**config.mk**
```make
export PLATFORM = sky130hd
export DESIGN_NAME = pixel_channel_format_converter_core
export DESIGN_NICKNAME = d
export VERILOG_FILES = /design/src/rtl/core/pcfc_pkg.sv /design/src/rtl/core/pcfc_f2i.sv /design/src/rtl/core/pixel_channel_format_converter_core.sv
export SDC_FILE = /design/constraint.sdc
export NUM_CORES = 2
export LEC_CHECK = 0
export BUFFER_PORTS_ARGS = -buffer_cell sky130_fd_sc_hd__buf_2
export CORE_ASPECT_RATIO = 1.5
export CORE_MARGIN = 4
export CORE_UTILIZATION = 57
export CTS_CLUSTER_SIZE = 24
export DETAILED_ROUTE_END_ITERATION = 6
export PLACE_DENSITY = 0.74
export RECOVER_POWER = 50
export SETUP_SLACK_MARGIN = 0.5
export SYNTH_ARGS = -nofsm -noshare
export SYNTH_HDL_FRONTEND = slang
export SYNTH_SLANG_ARGS = --single-unit
```
**constraint.sdc**
```tcl
create_clock -name clk -period 14.73 [get_ports clk]
set_input_delay 0.7365 -clock clk [delete_from_list [all_inputs] [get_ports clk]]
set_output_delay 0.7365 -clock clk [all_outputs]
set_load 0.03 [all_outputs]
```
**src/rtl/core/pcfc_pkg.sv**
```systemverilog
// Shared types, constants and float helpers for the pixel channel format converter.
package pcfc_pkg;

	typedef enum logic [1:0] {
		FMT_U8     = 2'd0,
		FMT_U16    = 2'd1,
		FMT_HALF   = 2'd2,
		FMT_SINGLE = 2'd3
	} fmt_t;

	localparam logic REG_SRC_FMT = 1'b0;
	localparam logic REG_DST_FMT = 1'b1;

	// 255 is applied as 255*256 so both scales land the product at the same bit
	localparam logic [15:0] SCALE_U8_HI  = 16'hFF00;
	localparam logic [15:0] SCALE_U16    = 16'hFFFF;
	// ceil(2^24 / 257)
	localparam logic [15:0] RECIP_257    = 16'hFF01;
	localparam logic [9:0]  F2I_BIAS_U8  = 10'd143;
	localparam logic [9:0]  F2I_BIAS_U16 = 10'd135;
	localparam logic [15:0] MAX_U8       = 16'h00FF;
	localparam logic [15:0] MAX_U16      = 16'hFFFF;

	typedef struct packed {
		logic       sign;
		logic       nan;
		logic [7:0] exp;
		logic       to_u8;
	} f2i_ctrl_t;

	function automatic logic [31:0] half_to_single(input logic [15:0] h);
		logic       s;
		logic [4:0] e;
		logic [9:0] m;
		logic [3:0] p;
		logic [9:0] mn;
		logic [7:0] e2;
		logic [31:0] r;
		s = h[15];
		e = h[14:10];
		m = h[9:0];
		p = '0;
		for (int i = 0; i < 10; i++) begin
			if (m[i]) p = 4'(i);
		end
		mn = m << (4'd10 - p);
		e2 = 8'd103 + {4'd0, p};
		if (e == 5'h1F) begin
			r = (m != '0) ? {s, 8'hFF, 1'b1, m[8:0], 13'd0} : {s, 8'hFF, 23'd0};
		end else if (e == 5'd0) begin
			r = (m == '0) ? {s, 31'd0} : {s, e2, mn, 13'd0};
		end else begin
			r = {s, 8'({3'd0, e} + 8'd112), m, 13'd0};
		end
		return r;
	endfunction

	function automatic logic [15:0] single_to_half(input logic [31:0] f);
		logic        s;
		logic [7:0]  e;
		logic [22:0] m;
		logic [14:0] h;
		logic [12:0] rem;
		logic [6:0]  sh;
		logic [23:0] full;
		logic [23:0] hs;
		logic [23:0] rm;
		logic [23:0] hw;
		logic [15:0] r;
		s = f[31];
		e = f[30:23];
		m = f[22:0];
		h = '0;
		rem = '0;
		sh = '0;
		full = {1'b1, m};
		hs = '0;
		rm = '0;
		hw = '0;
		if (e == 8'hFF) begin
			r = (m != '0) ? {s, 5'h1F, 1'b1, m[21:13]} : {s, 15'h7C00};
		end else if (e == 8'd0) begin
			r = {s, 15'd0};
		end else if (e > 8'd142) begin
			r = {s, 15'h7C00};
		end else if (e >= 8'd113) begin
			h = {5'(e - 8'd112), m[22:13]};
			rem = m[12:0];
			if (rem > 13'h1000 || (rem == 13'h1000 && h[0])) h = h + 15'd1;
			r = {s, h};
		end else begin
			sh = 7'(8'd126 - e);
			if (sh >= 7'd25) begin
				r = {s, 15'd0};
			end else begin
				hs = full >> sh;
				rm = full & ((24'd1 << sh) - 24'd1);
				hw = 24'd1 << (sh - 7'd1);
				if (rm > hw || (rm == hw && hs[0])) hs = hs + 24'd1;
				r = {s, hs[14:0]};
			end
		end
		return r;
	endfunction

	function automatic logic [3:0] lead_zeros16(input logic [15:0] v);
		logic [3:0] n;
		n = '0;
		for (int i = 0; i < 16; i++) begin
			if (v[i]) n = 4'(15 - i);
		end
		return n;
	endfunction

	function automatic logic [2:0] lead_zeros8(input logic [7:0] v);
		logic [2:0] n;
		n = '0;
		for (int i = 0; i < 8; i++) begin
			if (v[i]) n = 3'(7 - i);
		end
		return n;
	endfunction

endpackage

```
**src/rtl/core/pcfc_f2i.sv**
```systemverilog
// Float to unorm stage: round the scaled product, truncate and saturate.
module pcfc_f2i import pcfc_pkg::*; (
	input  logic [39:0] prod,
	input  f2i_ctrl_t   ctrl,
	output logic [15:0] value,
	output logic        clip
);
	logic        top;
	logic [23:0] kept;
	logic        rnd;
	logic        sticky;
	logic [24:0] rounded;
	logic [9:0]  k;
	logic        inf;
	logic        big;
	logic        zero;
	logic [24:0] mag;
	logic [15:0] maxv;

	always_comb begin
		top = prod[39];
		if (top) begin
			kept = prod[39:16];
			rnd = prod[15];
			sticky = |prod[14:0];
		end else begin
			kept = prod[38:15];
			rnd = prod[14];
			sticky = |prod[13:0];
		end
		rounded = {1'b0, kept} + {24'd0, rnd & (sticky | kept[0])};
		// right shift that leaves the integer part of the rounded product
		k = (ctrl.to_u8 ? F2I_BIAS_U8 : F2I_BIAS_U16) - {2'd0, ctrl.exp} - {9'd0, top};
		inf = (ctrl.exp == 8'hFF) && !ctrl.nan;
		big = inf || k[9] || (k == 10'd0);
		zero = (ctrl.exp == 8'd0) || (!k[9] && k >= 10'd25);
		mag = rounded >> k[4:0];
		maxv = ctrl.to_u8 ? MAX_U8 : MAX_U16;
		value = '0;
		clip = 1'b0;
		if (ctrl.nan) begin
			clip = 1'b1;
		end else if (ctrl.sign) begin
			clip = !zero && (big || mag != '0);
		end else if (big || (!zero && mag > {9'd0, maxv})) begin
			value = maxv;
			clip = 1'b1;
		end else if (!zero) begin
			value = mag[15:0];
		end
	end
endmodule

```
**src/rtl/core/pixel_channel_format_converter_core.sv**
```systemverilog
// Pixel channel format converter: unorm8, unorm16, half and single, three-stage pipeline.
//  channel | valid    | stall     | payload
//  in      | in_valid | in_stall  | sample_bits
//  out     | out_valid| out_stall | result_bits, clipped
//  cfg     | cfg_we   | -         | cfg_index, cfg_wdata
// One transfer per cycle in each direction while no stall holds the pipeline; data is registered through s1, s2, s3.
// The 24x16 scale multiply in stage two sets the stage depth.
// arst_n clears valid bits and resets both formats to unorm8.
// A stall on the output fills empty stages first, then backs up to in_stall.
module pixel_channel_format_converter_core import pcfc_pkg::*; (
	input  logic        clk,
	input  logic        arst_n,
	input  logic        in_valid,
	output logic        in_stall,
	input  logic [31:0] sample_bits,
	input  logic        cfg_we,
	input  logic        cfg_index,
	input  logic [1:0]  cfg_wdata,
	output logic        out_valid,
	input  logic        out_stall,
	output logic [31:0] result_bits,
	output logic        clipped
);
	fmt_t src_fmt_q, dst_fmt_q;

	always_ff @(posedge clk or negedge arst_n) begin
		if (!arst_n) begin
			src_fmt_q <= FMT_U8;
			dst_fmt_q <= FMT_U8;
		end else if (cfg_we) begin
			case (cfg_index)
				REG_SRC_FMT: src_fmt_q <= fmt_t'(cfg_wdata);
				REG_DST_FMT: dst_fmt_q <= fmt_t'(cfg_wdata);
				default: ;
			endcase
		end
	end

	logic v_s1, v_s2, v_s3;
	logic rdy1, rdy2, rdy3;

	assign rdy3 = !v_s3 || !out_stall;
	assign rdy2 = !v_s2 || rdy3;
	assign rdy1 = !v_s1 || rdy2;
	assign in_stall = !rdy1;

	always_ff @(posedge clk or negedge arst_n) begin
		if (!arst_n) begin
			v_s1 <= 1'b0;
			v_s2 <= 1'b0;
			v_s3 <= 1'b0;
		end else begin
			if (rdy1) v_s1 <= in_valid;
			if (rdy2) v_s2 <= v_s1;
			if (rdy3) v_s3 <= v_s2;
		end
	end

	// stage 1: mask, widen half, set up the repeating fraction of x/255 or x/65535
	logic [31:0] x_a, fb_a;
	logic [2:0]  lz8_a;
	logic [3:0]  lz16_a;
	logic [15:0] dbl8_a;
	logic [31:0] dbl16_a;
	logic [31:0] stream_a;
	logic [7:0]  exp_a;
	logic        xzero_a;

	always_comb begin
		case (src_fmt_q)
			FMT_U8:     x_a = {24'd0, sample_bits[7:0]};
			FMT_SINGLE: x_a = sample_bits;
			default:    x_a = {16'd0, sample_bits[15:0]};
		endcase
		fb_a = (src_fmt_q == FMT_HALF) ? half_to_single(x_a[15:0]) : x_a;
		lz8_a = lead_zeros8(x_a[7:0]);
		lz16_a = lead_zeros16(x_a[15:0]);
		dbl8_a = {x_a[7:0], x_a[7:0]} << ({1'b0, lz8_a} + 4'd1);
		dbl16_a = {x_a[15:0], x_a[15:0]} << ({1'b0, lz16_a} + 5'd1);
		if (src_fmt_q == FMT_U8) begin
			stream_a = {dbl8_a[15:8], dbl8_a[15:8], dbl8_a[15:8], dbl8_a[15:8]};
			exp_a = 8'd126 - {5'd0, lz8_a};
		end else begin
			stream_a = {dbl16_a[31:16], dbl16_a[31:16]};
			exp_a = 8'd126 - {4'd0, lz16_a};
		end
		xzero_a = (x_a[15:0] == '0);
	end

	logic [31:0] x_s1, fb_s1;
	fmt_t        src_s1, dst_s1;
	logic [30:0] i2f_s1;
	logic        rnd_s1;

	always_ff @(posedge clk) begin
		if (rdy1 && in_valid) begin
			x_s1 <= x_a;
			fb_s1 <= fb_a;
			src_s1 <= src_fmt_q;
			dst_s1 <= dst_fmt_q;
			i2f_s1 <= xzero_a ? 31'd0 : {exp_a, stream_a[31:9]};
			rnd_s1 <= !xzero_a && stream_a[8];
		end
	end

	// stage 2: round the unorm-to-float value, scale multiply, divide by 257
	logic        src_int_b;
	logic [31:0] fsel_b;
	logic [23:0] sig_b;
	logic [15:0] scale_b;
	logic [39:0] prod_b;
	logic [31:0] q_b;

	always_comb begin
		src_int_b = (src_s1 == FMT_U8) || (src_s1 == FMT_U16);
		fsel_b = src_int_b ? {1'b0, i2f_s1 + {30'd0, rnd_s1}} : fb_s1;
		sig_b = {fb_s1[30:23] != 8'd0, fb_s1[22:0]};
		scale_b = (dst_s1 == FMT_U8) ? SCALE_U8_HI : SCALE_U16;
		prod_b = {16'd0, sig_b} * {24'd0, scale_b};
		q_b = {16'd0, x_s1[15:0]} * {16'd0, RECIP_257};
	end

	logic [31:0] x_s2, fsel_s2;
	logic [39:0] prod_s2;
	f2i_ctrl_t   ctrl_s2;
	fmt_t        src_s2, dst_s2;
	logic [7:0]  q_s2;

	always_ff @(posedge clk) begin
		if (rdy2 && v_s1) begin
			x_s2 <= x_s1;
			fsel_s2 <= fsel_b;
			prod_s2 <= prod_b;
			ctrl_s2.sign <= fb_s1[31];
			ctrl_s2.nan <= (fb_s1[30:23] == 8'hFF) && (fb_s1[22:0] != '0);
			ctrl_s2.exp <= fb_s1[30:23];
			ctrl_s2.to_u8 <= (dst_s1 == FMT_U8);
			src_s2 <= src_s1;
			dst_s2 <= dst_s1;
			q_s2 <= q_b[31:24];
		end
	end

	// stage 3: float-to-unorm, narrow to half, select the result
	logic [15:0] f2i_val_c;
	logic        f2i_clip_c;
	logic [31:0] res_c;
	logic        clip_c;
	logic        src_int_c, dst_int_c;

	pcfc_f2i u_f2i (
		.prod  (prod_s2),
		.ctrl  (ctrl_s2),
		.value (f2i_val_c),
		.clip  (f2i_clip_c)
	);

	always_comb begin
		src_int_c = (src_s2 == FMT_U8) || (src_s2 == FMT_U16);
		dst_int_c = (dst_s2 == FMT_U8) || (dst_s2 == FMT_U16);
		clip_c = 1'b0;
		if (src_s2 == dst_s2) begin
			res_c = x_s2;
		end else if (src_int_c && dst_int_c) begin
			res_c = (src_s2 == FMT_U8) ? {16'd0, x_s2[7:0], x_s2[7:0]} : {24'd0, q_s2};
		end else if (!dst_int_c) begin
			res_c = (dst_s2 == FMT_SINGLE) ? fsel_s2 : {16'd0, single_to_half(fsel_s2)};
			clip_c = !src_int_c && ctrl_s2.nan;
		end else begin
			res_c = {16'd0, f2i_val_c};
			clip_c = f2i_clip_c;
		end
	end

	logic [31:0] res_s3;
	logic        clip_s3;
	fmt_t        src_s3, dst_s3;

	always_ff @(posedge clk) begin
		if (rdy3 && v_s2) begin
			res_s3 <= res_c;
			clip_s3 <= clip_c;
			src_s3 <= src_s2;
			dst_s3 <= dst_s2;
		end
	end

	assign out_valid = v_s3;
	assign result_bits = res_s3;
	assign clipped = clip_s3;

`ifndef SYNTHESIS
	a_in_to_s1: assert property (@(posedge clk) disable iff (!arst_n)
		in_valid && !in_stall |=> v_s1)
		else $error("accepted transfer did not reach stage 1");
	a_s1_hold: assert property (@(posedge clk) disable iff (!arst_n)
		v_s1 && !rdy2 |=> v_s1 && $stable(x_s1))
		else $error("stage 1 lost or changed a held item");
	a_clip_src: assert property (@(posedge clk) disable iff (!arst_n)
		out_valid && clipped |-> (src_s3 == FMT_HALF || src_s3 == FMT_SINGLE))
		else $error("clip flagged for an integer source");
	a_widen: assert property (@(posedge clk) disable iff (!arst_n)
		out_valid && src_s3 == FMT_U8 && dst_s3 == FMT_U16
		|-> result_bits[15:8] == result_bits[7:0] && result_bits[31:16] == 16'd0)
		else $error("unorm8 widening result malformed");
`endif
endmodule
```
==> metrics <==
# DRC=0; CTS Buf Count=27; Top FF cell, synth=edfxtp_1; share of cells above drive strength 1=approximately 5.6%; CP endpoint kind=flop; number of max-cap violations=5; Wirelength per Cell=about 24 um; Hold Fails Final Rpt=0; minimum clock period=8490 ps; largest net degree at the start of global routing=70; cts repair resizes=0; failing checks=capacitance limit, slew limit; R2R depth=22; Distinct cells, synth=90; Max Slew Vio Count=268; CTS max path bufs=3; status=finished, violations left; Boundary Pins=75; most frequent cell after synthesis=inv_1; ANT nets after route=0; root cell of the clock tree=clkbuf_16; reg2reg setup slack=between 6000 and 7000 ps; total core area=55,800 um2; RSZ-0062 raised after global routing=no; post-layout util=61.0%; GP Congestion=0.990; Arrival @ worst endpoint=8810 ps; setup TNS=0 ps; Mapped Area=around 32,000 um2; Reg-to-Reg End=prod_s2[38]$_DFFE_PP_; Post-Syn Nets=between 4,000 and 5,000; All-Layer GR Usage=a little under a third; Synth-to-Final Area Change=5.70%; H-tree Lvls=1; DP HPWL=79,100 um; Max stage delay on crit path=1070 ps; flops & latches, synth=258; Period Utilization, post-route=57.6%; register area share after synthesis=23.9%; Post-synth EDFFs=251; most frequent cells after synthesis=418 x inv_1, 340 x fa_1, 289 x nand2_1; area fraction of the dominant cell type after synthesis=23.4%; Fmax=around 0.12 GHz; # setup viols final=0; worst slew pin tran=5060 ps; Clock Latency Late Sink=580 ps; # nets final=approximately 4,000; CTS sink count=258; CTS Hold Bufs=1; worst path required time=between 15,000 and 20,000 ps; crit-path cells=or2_0, inv_1, nor2_1, fa_1, fa_1, ha_1, fa_1, inv_1, fa_1, fa_1, inv_1, ha_1, a2111oi_0, o41a_1, o21ai_0, a31oi_1, o21ba_2, o21a_1, nor3_1, or4_1, a221oi_1, xnor2_1; antenna violations before repair=0; grt ovf=0; Mapped Cells=3,356; YS warnings=0; CP endpoint=prod_s2[38]$_DFFE_PP_; Post-synth ARST share=2.71%; Vias per Instance=6.34; Clk pin slew, worst setup/hold paths=70 ps; Die H=299 um; final hold slack=361 ps; Post-Syn Area per Cell=9.60 um2; first-pass GRT wire length=152,000 um; final setup skew=16.6 ps; die width=a little over 200 um; vias after detailed routing=approximately 26,000; Crit Path Category=reg -> reg; Max-slew headroom=-240%; most used cell, CP=fa_1; I/O Buffers=74; R2R Path Start=dst_s1[0]$_DFFE_PP_; vias in the first global route=around 27,000; DRT iter0 DRCs=2,224; Worst Hold Class=in -> reg; clock tree from TritonCTS=built; row count=about 110; worst setup path start=dst_s1[0]$_DFFE_PP_; post-synth top area cell=edfxtp_1; Post-CTS Setup Bufs=0; critical path startpoint category=flop; Die ar.=60,500 um2; slowest cell on the critical path=a2111oi_0; Pre-antenna DRT Iters=7; Initial Utilization=between 50% and 60%; peak fanout along the critical path=16; Synth area leaders=edfxtp_1 23%, fa_1 21%, ha_1 11%; final wirelength=97,800 um
## stage by stage
stage                     instances  instance area (um2)  worst slack [ps]
after floorplan                3356                32200              7420
after global placement         4073                33200              6880
after detailed placement       4073                33200              6650
after CTS                      4124                34100              6650
after global routing           4124                34100              5610
final                          4126                34100              6240
## registers in the layout, indices dropped and copies added (netlist names), 8 cells and up
name	cells
ctrl_s2	11
prod_s2	40
fsel_s2	32
result_bits	32
fb_s1	32
q_s2	8
x_s2	32
i2f_s1	22
x_s1	32
## area by class of cell
| cell class | instances | area (um2) |
|---|---|---|
| fillers | 4710 | 21800 |
| clock buffers | 33 | 698 |
| diodes | 2 | 5.00 |
| repair buffers | 100 | 503 |
| multi-input cells | 2539 | 22400 |
| well taps | 756 | 946 |
| clock inverters | 17 | 228 |
| inverters | 421 | 1580 |
| flip-flops and latches | 258 | 7710 |
## metal layers
metal | vias to the layer above | share of wire, % | GRT usage [%]
met5 | - | 0 | 0
met4 | 0 | 6.1 | 15.9
met3 | 339 | 6.1 | 3.24
met2 | 1140 | 52 | 57.4
met1 | 13000 | 36 | 38.1
li1 | 11700 | - | -
## worst min path at each step
| stage | from | end | depth (start not counted) |
|---|---|---|---|
| 3_3_place_gp | x_s1[18]$_DFFE_PP_ | x_s2[18]$_DFFE_PP_ | 0 |
| 2_1_floorplan | src_s1[0]$_DFFE_PP_ | src_s2[0]$_DFFE_PP_ | 0 |
| 6_report | in_valid | v_s1$_DFFE_PN0N_ | 2 |
| 5_1_grt | in_valid | v_s1$_DFFE_PN0N_ | 2 |
| 4_1_cts | in_valid | v_s1$_DFFE_PN0N_ | 2 |
| 3_5_place_dp | x_s1[16]$_DFFE_PP_ | x_s2[16]$_DFFE_PP_ | 0 |
## layout by cell type (no fill, tap or decap), types with 29 or more instances in the layout
cell type  Yosys  final
a21o_1        43     43
a21oi_1      173    173
buf_2          7     31
clkbuf_1     115     52
edfxtp_1     251    251
fa_1         340    340
ha_1         280    280
inv_1        418    418
mux2_2        32     31
mux2i_1      107    107
nand2_1      289    289
nand3_1      101    101
nand4_1       45     45
nor2_1       259    258
nor2b_1       34     34
nor3_1        63     63
nor4_1        31     31
o21a_1        29     29
o21ai_0      135    135
xnor2_1       80     80
xor2_1        47     45
## critical path, delay by kind of cell (launching register included)
family / cells / cell delay (ps)
fa+ha+maj: 7 / 3040
buf+inv: 3 / 520
compound gates: 7 / 2560
simple gates: 4 / 1670
flops: 1 / 340
xor+xnor: 1 / 100
## cells by family after synthesis
family,synth area share [%]
xor gates and xnor gates,3.45
DFF,23.9
and+or+nand+nor,14.7
muxes,6.02
adders and majority gates,32.0
buffers and inverters,6.64
AOI/OAI and AO/OA,13.3
Power is not shown: default switching activity piles up to over one toggle a cycle in this logic, so the estimate is an artifact.
